<file path="src/sv/oilspd_pkg.sv">
// Shared types and constants for the oil sensor pulse decoder.
// No dependencies; imported by every module of the block.
`timescale 1ns / 1ps

package oilspd_pkg;

  localparam int unsigned TIME_W      = 32;
  localparam int unsigned TWIDTH_W    = 18;
  localparam int unsigned TEMP_W      = 12;
  localparam int unsigned LEVEL_W     = 14;
  localparam int unsigned TPULSE_W    = 20;
  localparam int unsigned LINT_W      = 24;
  localparam int unsigned CFG_IDX_W   = 8;
  localparam int unsigned CFG_DATA_W  = 24;
  localparam int unsigned IN_TDATA_W  = 32;
  localparam int unsigned OUT_TDATA_W = 80;

  // interpolation datapath
  localparam int unsigned Y_W   = 16;              // signed y values and result
  localparam int unsigned MAG_W = 14;              // |y2 - y1|, also quotient width
  localparam int unsigned DX_W  = 24;              // x - x1 and x2 - x1
  localparam int unsigned PROD_W = MAG_W + DX_W;
  localparam int unsigned STEP_W = 4;              // divider step counter

  localparam logic [TIME_W-1:0] WIDTH_MIN_US = 32'd10000;
  localparam logic [TIME_W-1:0] WIDTH_MAX_US = 32'd220000;

  localparam int unsigned QUEUE_DEPTH_DEF = 2;

  // register indexes
  localparam logic [CFG_IDX_W-1:0] REG_TEMP_PULSE_LOW   = 8'd0;
  localparam logic [CFG_IDX_W-1:0] REG_TEMP_PULSE_HIGH  = 8'd1;
  localparam logic [CFG_IDX_W-1:0] REG_TEMP_LOW         = 8'd2;
  localparam logic [CFG_IDX_W-1:0] REG_TEMP_HIGH        = 8'd3;
  localparam logic [CFG_IDX_W-1:0] REG_LEVEL_INT_LOW    = 8'd4;
  localparam logic [CFG_IDX_W-1:0] REG_LEVEL_INT_HIGH   = 8'd5;
  localparam logic [CFG_IDX_W-1:0] REG_LEVEL_LOW        = 8'd6;
  localparam logic [CFG_IDX_W-1:0] REG_LEVEL_HIGH       = 8'd7;

  typedef struct packed {
    logic        [TPULSE_W-1:0] temp_pulse_low_us;
    logic        [TPULSE_W-1:0] temp_pulse_high_us;
    logic signed [TEMP_W-1:0]   temp_low_tenths;
    logic signed [TEMP_W-1:0]   temp_high_tenths;
    logic        [LINT_W-1:0]   level_interval_low_us;
    logic        [LINT_W-1:0]   level_interval_high_us;
    logic        [LEVEL_W-1:0]  level_low_tenths;
    logic        [LEVEL_W-1:0]  level_high_tenths;
  } cfg_t;

  // one temperature pulse waiting for interpolation
  typedef struct packed {
    logic [TWIDTH_W-1:0] temp_width_us;
    logic                level_present;
    logic [TIME_W-1:0]   level_interval_us;
  } job_t;

endpackage

</file>
<file path="src/sv/oil_sensor_pulse_decoder_top.sv">
// Oil sensor pulse decoder: edge words in, temperature/level words out.
// Path: a falling-edge word queues a job; each map is stored directly when clamped, or goes
// through the shared multiplier and one pass of the 14-step divider when in range.
// Throughput: one edge word per cycle until the job queue fills; pulses are interpolated
// one at a time, and a result that out_tready holds back stalls the next pulse.
// Reset: rst_n sync, active low; clears rise times, queue, output valid; loads cal defaults.
`timescale 1ns / 1ps

module oil_sensor_pulse_decoder_top #(
  parameter int unsigned QUEUE_DEPTH = oilspd_pkg::QUEUE_DEPTH_DEF
) (
  input  logic                               clk,
  input  logic                               rst_n,
  input  logic                               in_tvalid,
  output logic                               in_tready,
  input  logic [oilspd_pkg::IN_TDATA_W-1:0]  in_tdata,   // [31:0] edge_time_us
  input  logic                               in_tuser,   // [0] pin_high
  output logic                               out_tvalid,
  input  logic                               out_tready,
  // [11:0] temp_tenths, [29:12] temp_width_us, [43:30] level_tenths,
  // [75:44] level_interval_us, [79:76] zero
  output logic [oilspd_pkg::OUT_TDATA_W-1:0] out_tdata,
  output logic                               out_tuser,  // [0] level_present
  input  logic                               cfg_valid,
  output logic                               cfg_ready,
  input  logic [oilspd_pkg::CFG_IDX_W-1:0]   cfg_index,
  input  logic [oilspd_pkg::CFG_DATA_W-1:0]  cfg_data
);
  import oilspd_pkg::*;

  localparam int unsigned CNT_W = $clog2(QUEUE_DEPTH + 1);

  cfg_t             cfg_r;
  logic             push;
  job_t             push_job;
  logic             q_full, q_not_empty, q_pop;
  job_t             q_head;
  logic [CNT_W-1:0] q_count;

  assign cfg_ready = 1'b1;

  always_ff @(posedge clk) begin
    if (!rst_n) begin
      cfg_r.temp_pulse_low_us      <= 20'd10000;
      cfg_r.temp_pulse_high_us     <= 20'd220000;
      cfg_r.temp_low_tenths        <= -12'sd400;
      cfg_r.temp_high_tenths       <= 12'sd1600;
      cfg_r.level_interval_low_us  <= 24'd1000000;
      cfg_r.level_interval_high_us <= 24'd3500000;
      cfg_r.level_low_tenths       <= 14'd0;
      cfg_r.level_high_tenths      <= 14'd1000;
    end else if (cfg_valid && cfg_ready) begin
      case (cfg_index)
        REG_TEMP_PULSE_LOW:  cfg_r.temp_pulse_low_us      <= cfg_data[TPULSE_W-1:0];
        REG_TEMP_PULSE_HIGH: cfg_r.temp_pulse_high_us     <= cfg_data[TPULSE_W-1:0];
        REG_TEMP_LOW:        cfg_r.temp_low_tenths        <= cfg_data[TEMP_W-1:0];
        REG_TEMP_HIGH:       cfg_r.temp_high_tenths       <= cfg_data[TEMP_W-1:0];
        REG_LEVEL_INT_LOW:   cfg_r.level_interval_low_us  <= cfg_data[LINT_W-1:0];
        REG_LEVEL_INT_HIGH:  cfg_r.level_interval_high_us <= cfg_data[LINT_W-1:0];
        REG_LEVEL_LOW:       cfg_r.level_low_tenths       <= cfg_data[LEVEL_W-1:0];
        REG_LEVEL_HIGH:      cfg_r.level_high_tenths      <= cfg_data[LEVEL_W-1:0];
        default: ;
      endcase
    end
  end

  oilspd_front u_front (
    .clk       (clk),
    .rst_n     (rst_n),
    .in_tvalid (in_tvalid),
    .in_tready (in_tready),
    .in_tdata  (in_tdata),
    .in_tuser  (in_tuser),
    .q_full    (q_full),
    .push      (push),
    .push_job  (push_job)
  );

  oilspd_queue #(
    .DEPTH (QUEUE_DEPTH)
  ) u_queue (
    .clk       (clk),
    .rst_n     (rst_n),
    .push      (push),
    .push_job  (push_job),
    .pop       (q_pop),
    .full      (q_full),
    .not_empty (q_not_empty),
    .head_job  (q_head),
    .count     (q_count)
  );

  oilspd_back u_back (
    .clk         (clk),
    .rst_n       (rst_n),
    .cfg         (cfg_r),
    .q_not_empty (q_not_empty),
    .q_head      (q_head),
    .q_pop       (q_pop),
    .out_tvalid  (out_tvalid),
    .out_tready  (out_tready),
    .out_tdata   (out_tdata),
    .out_tuser   (out_tuser)
  );

  a_queue_bound: assert property (@(posedge clk) disable iff (!rst_n)
    q_count <= CNT_W'(QUEUE_DEPTH))
    else $error("job queue count beyond depth");

  a_no_level_zero: assert property (@(posedge clk) disable iff (!rst_n)
    out_tvalid && !out_tuser |-> out_tdata[75:30] == '0)
    else $error("level fields nonzero without level_present");

  a_full_stalls_input: assert property (@(posedge clk) disable iff (!rst_n)
    q_full |-> !in_tready)
    else $error("input ready while job queue is full");

  a_reset_clears_out: assert property (@(posedge clk)
    !rst_n |=> !out_tvalid)
    else $error("output valid right after reset");

endmodule

</file>
<file path="src/sv/oilspd_front.sv">
// Front end: accepts edge words, tracks rise times, classifies temperature pulses.
// Depends on oilspd_pkg; pushes jobs into oilspd_queue.
`timescale 1ns / 1ps

module oilspd_front (
  input  logic                                clk,
  input  logic                                rst_n,
  input  logic                                in_tvalid,
  output logic                                in_tready,
  input  logic [oilspd_pkg::IN_TDATA_W-1:0]   in_tdata,   // [31:0] edge_time_us
  input  logic                                in_tuser,   // [0] pin_high
  input  logic                                q_full,
  output logic                                push,
  output oilspd_pkg::job_t                    push_job
);
  import oilspd_pkg::*;

  logic [TIME_W-1:0] last_rise_r, last_rise_nxt;
  logic [TIME_W-1:0] prev_rise_r, prev_rise_nxt;
  logic              prev_seen_r, prev_seen_nxt;
  logic [TIME_W-1:0] t;
  logic [TIME_W-1:0] width;
  logic              accept;
  logic              is_temp;

  assign in_tready = !q_full;
  assign accept    = in_tvalid && in_tready;
  assign t         = in_tdata[TIME_W-1:0];

  always_comb begin
    // modulo 2^32 difference handles wrapped timestamps
    width   = t - last_rise_r;
    is_temp = !in_tuser && (width >= WIDTH_MIN_US) && (width <= WIDTH_MAX_US);
    push    = accept && is_temp;

    push_job.temp_width_us     = width[TWIDTH_W-1:0];
    push_job.level_present     = prev_seen_r;
    push_job.level_interval_us = prev_seen_r ? (last_rise_r - prev_rise_r) : '0;

    last_rise_nxt = last_rise_r;
    prev_rise_nxt = prev_rise_r;
    prev_seen_nxt = prev_seen_r;
    if (accept && in_tuser) begin
      last_rise_nxt = t;
    end
    if (push) begin
      prev_rise_nxt = last_rise_r;
      prev_seen_nxt = 1'b1;
    end
  end

  always_ff @(posedge clk) begin
    if (!rst_n) begin
      last_rise_r <= '0;
      prev_rise_r <= '0;
      prev_seen_r <= 1'b0;
    end else begin
      last_rise_r <= last_rise_nxt;
      prev_rise_r <= prev_rise_nxt;
      prev_seen_r <= prev_seen_nxt;
    end
  end

endmodule

</file>
<file path="src/sv/oilspd_queue.sv">
// Short job queue between the front end and the interpolation engine.
// Depends on oilspd_pkg (job_t).
`timescale 1ns / 1ps

module oilspd_queue #(
  parameter int unsigned DEPTH = oilspd_pkg::QUEUE_DEPTH_DEF
) (
  input  logic                          clk,
  input  logic                          rst_n,
  input  logic                          push,
  input  oilspd_pkg::job_t              push_job,
  input  logic                          pop,
  output logic                          full,
  output logic                          not_empty,
  output oilspd_pkg::job_t              head_job,
  output logic [$clog2(DEPTH+1)-1:0]    count
);
  import oilspd_pkg::*;

  localparam int unsigned PTR_W = $clog2(DEPTH);
  localparam int unsigned CNT_W = $clog2(DEPTH + 1);

  job_t             slot_r [DEPTH];
  logic [PTR_W-1:0] wr_ptr_r, wr_ptr_nxt;
  logic [PTR_W-1:0] rd_ptr_r, rd_ptr_nxt;
  logic [CNT_W-1:0] count_r, count_nxt;
  logic             do_push, do_pop;

  assign full      = (count_r == CNT_W'(DEPTH));
  assign not_empty = (count_r != '0);
  assign head_job  = slot_r[rd_ptr_r];
  assign count     = count_r;
  assign do_push   = push && !full;
  assign do_pop    = pop && not_empty;

  always_comb begin
    wr_ptr_nxt = wr_ptr_r;
    rd_ptr_nxt = rd_ptr_r;
    count_nxt  = count_r;
    if (do_push) begin
      wr_ptr_nxt = (wr_ptr_r == PTR_W'(DEPTH - 1)) ? '0 : wr_ptr_r + 1'b1;
    end
    if (do_pop) begin
      rd_ptr_nxt = (rd_ptr_r == PTR_W'(DEPTH - 1)) ? '0 : rd_ptr_r + 1'b1;
    end
    if (do_push && !do_pop) begin
      count_nxt = count_r + 1'b1;
    end else if (do_pop && !do_push) begin
      count_nxt = count_r - 1'b1;
    end
  end

  always_ff @(posedge clk) begin
    if (!rst_n) begin
      wr_ptr_r <= '0;
      rd_ptr_r <= '0;
      count_r  <= '0;
    end else begin
      wr_ptr_r <= wr_ptr_nxt;
      rd_ptr_r <= rd_ptr_nxt;
      count_r  <= count_nxt;
    end
  end

  always_ff @(posedge clk) begin
    if (do_push) begin
      slot_r[wr_ptr_r] <= push_job;
    end
  end

endmodule

</file>
<file path="src/sv/oilspd_back.sv">
// Back end: clamped linear interpolation of temperature and oil level with one
// shared multiplier and a 14-step restoring divider; drives the output register.
// Depends on oilspd_pkg.
`timescale 1ns / 1ps

module oilspd_back (
  input  logic                               clk,
  input  logic                               rst_n,
  input  oilspd_pkg::cfg_t                   cfg,
  input  logic                               q_not_empty,
  input  oilspd_pkg::job_t                   q_head,
  output logic                               q_pop,
  output logic                               out_tvalid,
  input  logic                               out_tready,
  output logic [oilspd_pkg::OUT_TDATA_W-1:0] out_tdata,
  output logic                               out_tuser
);
  import oilspd_pkg::*;

  localparam logic [2:0] S_IDLE  = 3'd0;
  localparam logic [2:0] S_SETUP = 3'd1;
  localparam logic [2:0] S_MUL   = 3'd2;
  localparam logic [2:0] S_DIV   = 3'd3;
  localparam logic [2:0] S_FIX   = 3'd4;
  localparam logic [2:0] S_STORE = 3'd5;
  localparam logic [2:0] S_DONE  = 3'd6;

  localparam int unsigned PAD_W =
    OUT_TDATA_W - TEMP_W - TWIDTH_W - LEVEL_W - TIME_W;

  logic [2:0]              state_r, state_nxt;
  job_t                    job_r;
  logic                    sel_level_r;
  logic [MAG_W-1:0]        mag_r;
  logic [DX_W-1:0]         dx_r;
  logic [DX_W-1:0]         den_r;
  logic signed [Y_W-1:0]   y1_r;
  logic                    neg_r;
  logic [DX_W-1:0]         rem_r;
  logic [MAG_W-1:0]        low_r;   // dividend low bits, shifted out as quotient bits enter
  logic [STEP_W-1:0]       step_r;
  logic signed [Y_W-1:0]   res_r;
  logic [TEMP_W-1:0]       temp_r;
  logic [LEVEL_W-1:0]      level_r;
  logic                    out_valid_r;
  logic [OUT_TDATA_W-1:0]  out_data_r;
  logic                    out_user_r;

  // operand selection for the current interpolation
  logic [TIME_W-1:0]       x, x1, x2;
  logic signed [Y_W-1:0]   y1, y2, dy;
  logic [Y_W-1:0]          dy_abs;
  logic [PROD_W-1:0]       prod;
  logic [DX_W:0]           trial;
  logic                    q_bit;
  logic signed [Y_W-1:0]   q_signed;
  logic                    out_free;

  always_comb begin
    if (sel_level_r) begin
      x  = job_r.level_interval_us;
      x1 = TIME_W'(cfg.level_interval_low_us);
      x2 = TIME_W'(cfg.level_interval_high_us);
      y1 = signed'(Y_W'(cfg.level_low_tenths));
      y2 = signed'(Y_W'(cfg.level_high_tenths));
    end else begin
      x  = TIME_W'(job_r.temp_width_us);
      x1 = TIME_W'(cfg.temp_pulse_low_us);
      x2 = TIME_W'(cfg.temp_pulse_high_us);
      y1 = Y_W'(cfg.temp_low_tenths);
      y2 = Y_W'(cfg.temp_high_tenths);
    end
    dy     = y2 - y1;
    dy_abs = dy[Y_W-1] ? Y_W'(-dy) : Y_W'(dy);
    prod   = PROD_W'(mag_r) * PROD_W'(dx_r);
    trial  = {rem_r, low_r[MAG_W-1]};
    q_bit  = (trial >= {1'b0, den_r});
    q_signed = neg_r ? -signed'(Y_W'(low_r)) : signed'(Y_W'(low_r));
  end

  assign out_free = !out_valid_r || out_tready;
  assign q_pop    = (state_r == S_IDLE) && q_not_empty;

  always_comb begin
    state_nxt = state_r;
    case (state_r)
      S_IDLE:  if (q_not_empty) state_nxt = S_SETUP;
      S_SETUP: begin
        // in range goes to the divider, clamped cases are stored directly
        if (x <= x1 || x >= x2) state_nxt = S_STORE;
        else                    state_nxt = S_MUL;
      end
      S_MUL:   state_nxt = S_DIV;
      S_DIV:   if (step_r == STEP_W'(MAG_W - 1)) state_nxt = S_FIX;
      S_FIX:   state_nxt = S_STORE;
      S_STORE: begin
        if (!sel_level_r && job_r.level_present) state_nxt = S_SETUP;
        else                                     state_nxt = S_DONE;
      end
      S_DONE:  if (out_free) state_nxt = S_IDLE;
      default: state_nxt = S_IDLE;
    endcase
  end

  always_ff @(posedge clk) begin
    if (!rst_n) begin
      state_r     <= S_IDLE;
      out_valid_r <= 1'b0;
    end else begin
      state_r <= state_nxt;
      if (state_r == S_DONE && out_free) begin
        out_valid_r <= 1'b1;
      end else if (out_tready) begin
        out_valid_r <= 1'b0;
      end
    end
  end

  always_ff @(posedge clk) begin
    case (state_r)
      S_IDLE: begin
        job_r       <= q_head;
        sel_level_r <= 1'b0;
        level_r     <= '0;
      end
      S_SETUP: begin
        if (x <= x1)      res_r <= y1;
        else if (x >= x2) res_r <= y2;
        y1_r  <= y1;
        neg_r <= dy[Y_W-1];
        mag_r <= dy_abs[MAG_W-1:0];
        dx_r  <= DX_W'(x - x1);
        den_r <= DX_W'(x2 - x1);
      end
      S_MUL: begin
        // quotient fits MAG_W bits, so the upper part is already below the divisor
        rem_r  <= prod[PROD_W-1:MAG_W];
        low_r  <= prod[MAG_W-1:0];
        step_r <= '0;
      end
      S_DIV: begin
        rem_r  <= q_bit ? DX_W'(trial - {1'b0, den_r}) : trial[DX_W-1:0];
        low_r  <= {low_r[MAG_W-2:0], q_bit};
        step_r <= step_r + 1'b1;
      end
      S_FIX: res_r <= y1_r + q_signed;
      S_STORE: begin
        if (sel_level_r) begin
          level_r <= res_r[LEVEL_W-1:0];
        end else begin
          temp_r      <= res_r[TEMP_W-1:0];
          sel_level_r <= 1'b1;
        end
      end
      S_DONE: begin
        if (out_free) begin
          out_data_r <= {{PAD_W{1'b0}}, job_r.level_interval_us, level_r,
                         job_r.temp_width_us, temp_r};
          out_user_r <= job_r.level_present;
        end
      end
      default: ;
    endcase
  end

  assign out_tvalid = out_valid_r;
  assign out_tdata  = out_data_r;
  assign out_tuser  = out_user_r;

endmodule
</file>
<file path="config.mk">
export PLATFORM = sky130hd
export DESIGN_NAME = oil_sensor_pulse_decoder_top
export DESIGN_NICKNAME = d
export VERILOG_FILES = /design/src/sv/oilspd_pkg.sv /design/src/sv/oil_sensor_pulse_decoder_top.sv /design/src/sv/oilspd_front.sv /design/src/sv/oilspd_queue.sv /design/src/sv/oilspd_back.sv
export SDC_FILE = /design/constraint.sdc
export NUM_CORES = 2
export LEC_CHECK = 0
export BUFFER_PORTS_ARGS = -buffer_cell sky130_fd_sc_hd__buf_2
export CORE_MARGIN = 10
export CORE_UTILIZATION = 50
export DETAILED_ROUTE_END_ITERATION = 12
export PLACE_DENSITY = 0.67
export RECOVER_POWER = 50
export SLEW_MARGIN = 10
export SYNTH_ARGS = -nofsm -noshare
export SYNTH_HDL_FRONTEND = slang
export SYNTH_SLANG_ARGS = --single-unit
</file>
<file path="constraint.sdc">
create_clock -name clk -period 7.6 [get_ports clk]
set_input_delay 1.14 -clock clk [delete_from_list [all_inputs] [get_ports clk]]
set_output_delay 1.14 -clock clk [all_outputs]
set_load 0.005 [all_outputs]
</file>
==> flow_summary.rst <==
.. list-table::
   :header-rows: 1

   * - Metric
     - Value
   * - Number of rows created at floorplan
     - 106
   * - Count of unique library cells instantiated by Yosys
     - 87
   * - Flip-flop and latch area
     - 16000 um2
   * - Initial Utilization
     - 50.6%
   * - DR iter-0 viols
     - 2064
   * - Setup tns final
     - 0 ns
   * - Nets
     - 5034
   * - Final-report setup violation count
     - 0
   * - Routability congestion estimate from global placement
     - 0.890
   * - Proportion of layout cells with a drive suffix above 1
     - 7.34%
   * - Clock sinks
     - 603
   * - Number of enable flip-flop cells after synthesis
     - 390
   * - First-pass GRT wire length
     - 167000 um
   * - Antenna violations before repair
     - 8
   * - Startpoint of the worst hold path
     - u_back.temp_r[7]
   * - Total DRC errors in the routed layout
     - 0
   * - Aggregate routed wire length
     - 104000 um
   * - Syn_area_per_cell
     - 9.84 um2
   * - Die width
     - 311 um
   * - Crit path cell chain
     - buf_4, nand2_1, fa_1, fa_1, inv_1, fa_1, fa_1, fa_1, inv_1, fa_1, inv_1, ha_1, a21o_1, a21o_1, a21o_1, a211o_1, a21oi_1, nor3b_1, buf_4, o31a_1, nand3_1, a31oi_1, xnor2_1, mux2i_1
   * - Most common cell after layout, fill and taps aside
     - nand2_1
   * - Total overflow reported by the global router
     - 0
   * - Clock-pin slew reported for the worst setup and hold paths after clock tree synthesis
     - 0.06 ns
   * - Kind of end point of the critical path
     - register
   * - DIE AREA
     - 97000 um2
   * - Path type of the worst min-delay path
     - register to register
   * - Worst setup SP type
     - register
   * - Dominant synthesized flop cell
     - edfxtp_1
   * - Netlist Area Pre-Place
     - 42500 um2
   * - Vias in the first global route
     - 30100
   * - Slew at the pin with the worst max-slew slack
     - 4.54 ns
   * - Half-perimeter wire length of the detailed placement result
     - 79500 um
   * - Count of warnings emitted by yosys
     - 0
   * - Clock buffer depth
     - 3
   * - Worst-case reg-to-reg path depth
     - 24
   * - Final cell area excluding filler cells
     - 46400 um2
   * - Commonest cells after routing, fill and taps aside
     - 721 x nand2_1, 461 x inv_1, 390 x edfxtp_1
   * - Area overhead of the layout relative to synthesis
     - 9.21%
   * - Max cap viols
     - 7
   * - Resize count post-CTS
     - 0
   * - Post-Place Cell Area
     - 44300 um2
   * - Synth Register Bits
     - 603
   * - Hold Path Stages
     - 0
   * - Capture instance of the worst register-to-register path
     - u_back.rem_r[23]
   * - Max Slew Vio Count
     - 418
   * - Crit path largest cell delay
     - 0.66 ns
   * - TritonCTS buffer count
     - 66
   * - Number of I/O pins
     - 154
   * - Final period demand of the worst path
     - 7.19 ns
   * - Antenna Nets Post-Route
     - 0
   * - Unrepaired setup endpoints after global routing
     - no
   * - Average wire per standard cell
     - 18.6 um
   * - Share of the yosys chip area belonging to registers
     - 37.6%
   * - Final count of hold timing violations
     - 0
   * - Vias per Instance
     - 5.40
   * - Max Fanout on Critical Path
     - 10
   * - Iteration count of the initial detailed-routing pass
     - 7
   * - Cell with the biggest individual delay on the critical path
     - edfxtp_1
   * - Clock tree root buffer cell
     - clkbuf_16
   * - Chip height
     - 311 um
   * - Total Routing Usage GR
     - 21.2%
   * - Number of buffers inserted by port buffering
     - 148
   * - Cells after synthesis
     - 4315
   * - Maximum clock skew at final layout
     - 0.0300 ns
   * - Share of async-settable or async-resettable flops after synthesis
     - 0%
   * - Worst path most repeated cell
     - fa_1
   * - Post-CTS Setup Repair Bufs
     - 0
   * - Area of the multi-input gates
     - 24000 um2
   * - Skew-Pair Late Insertion Delay
     - 0.62 ns
   * - Pin count of the biggest net entering global routing
     - 130
   * - Rel. slew slack
     - -202%
   * - Violations in the final reports
     - max-capacitance violations, max-slew violations
   * - Minimum setup slack among reg-to-reg paths
     - 0.41 ns
   * - Worst endpoint required time
     - 7.94 ns
   * - Launching element of the worst setup path
     - u_back.mag_r[7]
   * - Type of the worst setup path
     - register to register
   * - Core Footprint
     - 84000 um2
   * - H-tree depth
     - 3
   * - Fraction of the cycle the final worst path needs
     - 94.6%
   * - Status
     - complete, but fails checks
   * - Fill cell total of the finished layout
     - 7421
   * - Routed via count
     - 30200
   * - Worst Hold Path EP
     - u_back.out_tdata[7]
   * - Highest attainable clock frequency
     - 139 MHz
   * - Util after Layout
     - 55.2%
   * - Worst reg2reg path startpoint
     - u_back.mag_r[7]
   * - Count of hold-fix buffers inserted at cts
     - 0
   * - Arrival time worst endpoint
     - 7.53 ns
   * - CTS tree
     - built
==> cell families after synthesis <==
family,share of synthesized area [%]
buffers and inverters,5.97
AND/OR/NAND/NOR,15.3
other,0.0177
AO/OA/AOI/OAI,10.9
XOR/XNOR,3.98
adder cells (fa/ha/maj),21.2
flip-flops,37.6
multiplexers,4.98
==> worst max path at each step <==
stage | end | cells after the start
finish | u_back.rem_r[23] | 24
CTS | u_back.rem_r[23] | 23
global placement | u_back.rem_r[23] | 24
global route | u_back.rem_r[23] | 23
detailed placement | u_back.rem_r[23] | 23
floorplan | u_back.rem_r[20] | 23
==> cells in the mapped netlist (6+ instances only) <==
cell | instances | share of area [%]
edfxtp_1 | 390 | 28
nand3_1 | 95 | 1.1
a31o_2 | 6 | 0.12
o41ai_1 | 8 | 0.17
a31oi_1 | 18 | 0.27
nand2_1 | 722 | 6.4
nand3b_1 | 7 | 0.12
o21ai_1 | 7 | 0.083
or3_1 | 19 | 0.28
o31ai_1 | 7 | 0.12
a21o_1 | 79 | 1.4
o21a_1 | 19 | 0.34
o21ai_0 | 106 | 1.2
or2_2 | 6 | 0.088
ha_1 | 292 | 8.6
nor3_1 | 45 | 0.53
xor2_1 | 53 | 1.1
nor3b_1 | 7 | 0.12
nor2b_1 | 51 | 0.75
o21bai_1 | 37 | 0.65
o211ai_1 | 15 | 0.27
dfxtp_1 | 213 | 10
a21oi_1 | 181 | 2.1
fa_1 | 268 | 13
buf_1 | 6 | 0.053
mux2i_1 | 110 | 2.6
and3_1 | 19 | 0.28
o2111ai_1 | 8 | 0.17
nand4_1 | 25 | 0.37
a21boi_0 | 118 | 2.1
nand2b_1 | 35 | 0.52
clkbuf_1 | 170 | 1.5
a41oi_1 | 8 | 0.17
mux2_2 | 90 | 2.4
xnor2_1 | 138 | 2.8
inv_1 | 461 | 4.1
and2_1 | 182 | 2.7
nor4_1 | 11 | 0.16
nor2_1 | 157 | 1.4
a211oi_1 | 36 | 0.64
==> per-layer routing <==
layer  track usage [%]  wire (um)  up-vias  share of wire, %
met4              7.18       3050       12               2.9
li1                  -          -    14700                 -
met2              35.0      49800      748                48
met5                 0         85        -             0.082
met1              28.4      45500    14600                44
met3              3.15       5430      159               5.2
==> metrics by stage <==
step	setup WS, ns	cells	hold WS (ns)
finish	0.407	5589	0.414
global route	0.0718	5589	0.423
CTS	0.430	5588	0.416
detailed placement	0.425	5470	0.405
global placement	0.507	5470	0.402
floorplan	1.11	4318	0.400
==> area by class of cell <==
class	count	area share, %
inverter	464	3.76
multi-input combinational	3061	51.7
timing repair buffer	208	2.31
clock buffer	90	4.07
clock inverter	28	0.626
sequential	603	34.5
tap	1134	3.06
antenna	1	0.00540
==> flip-flops by register name (all words and copies together), names as in the netlist, 4 cells and up <==
register,count
cfg_r,140
u_back.den_r,24
u_back.dx_r,24
u_back.job_r,51
u_back.level_r,14
u_back.low_r,14
u_back.mag_r,14
u_back.out_tdata,76
u_back.rem_r,24
u_back.res_r,14
u_back.step_r,4
u_back.temp_r,12
u_back.y1_r,14
u_front.last_rise_r,32
u_front.prev_rise_r,32
u_queue.slot_r,102
==> worst max-delay path, delay by kind of cell, from the launching register on <==
family | cells | cell delay (ns)
DFF | 1 | 0.66
xor gates and xnor gates | 1 | 0.14
adders and majority gates | 7 | 3.46
AOI/OAI and AO/OA | 7 | 1.39
muxes | 1 | 0.08
buffers and inverters | 5 | 0.66
and+or+nand+nor | 3 | 0.56
Power is not shown: default switching activity piles up to over one toggle a cycle in this logic, so the estimate is an artifact.
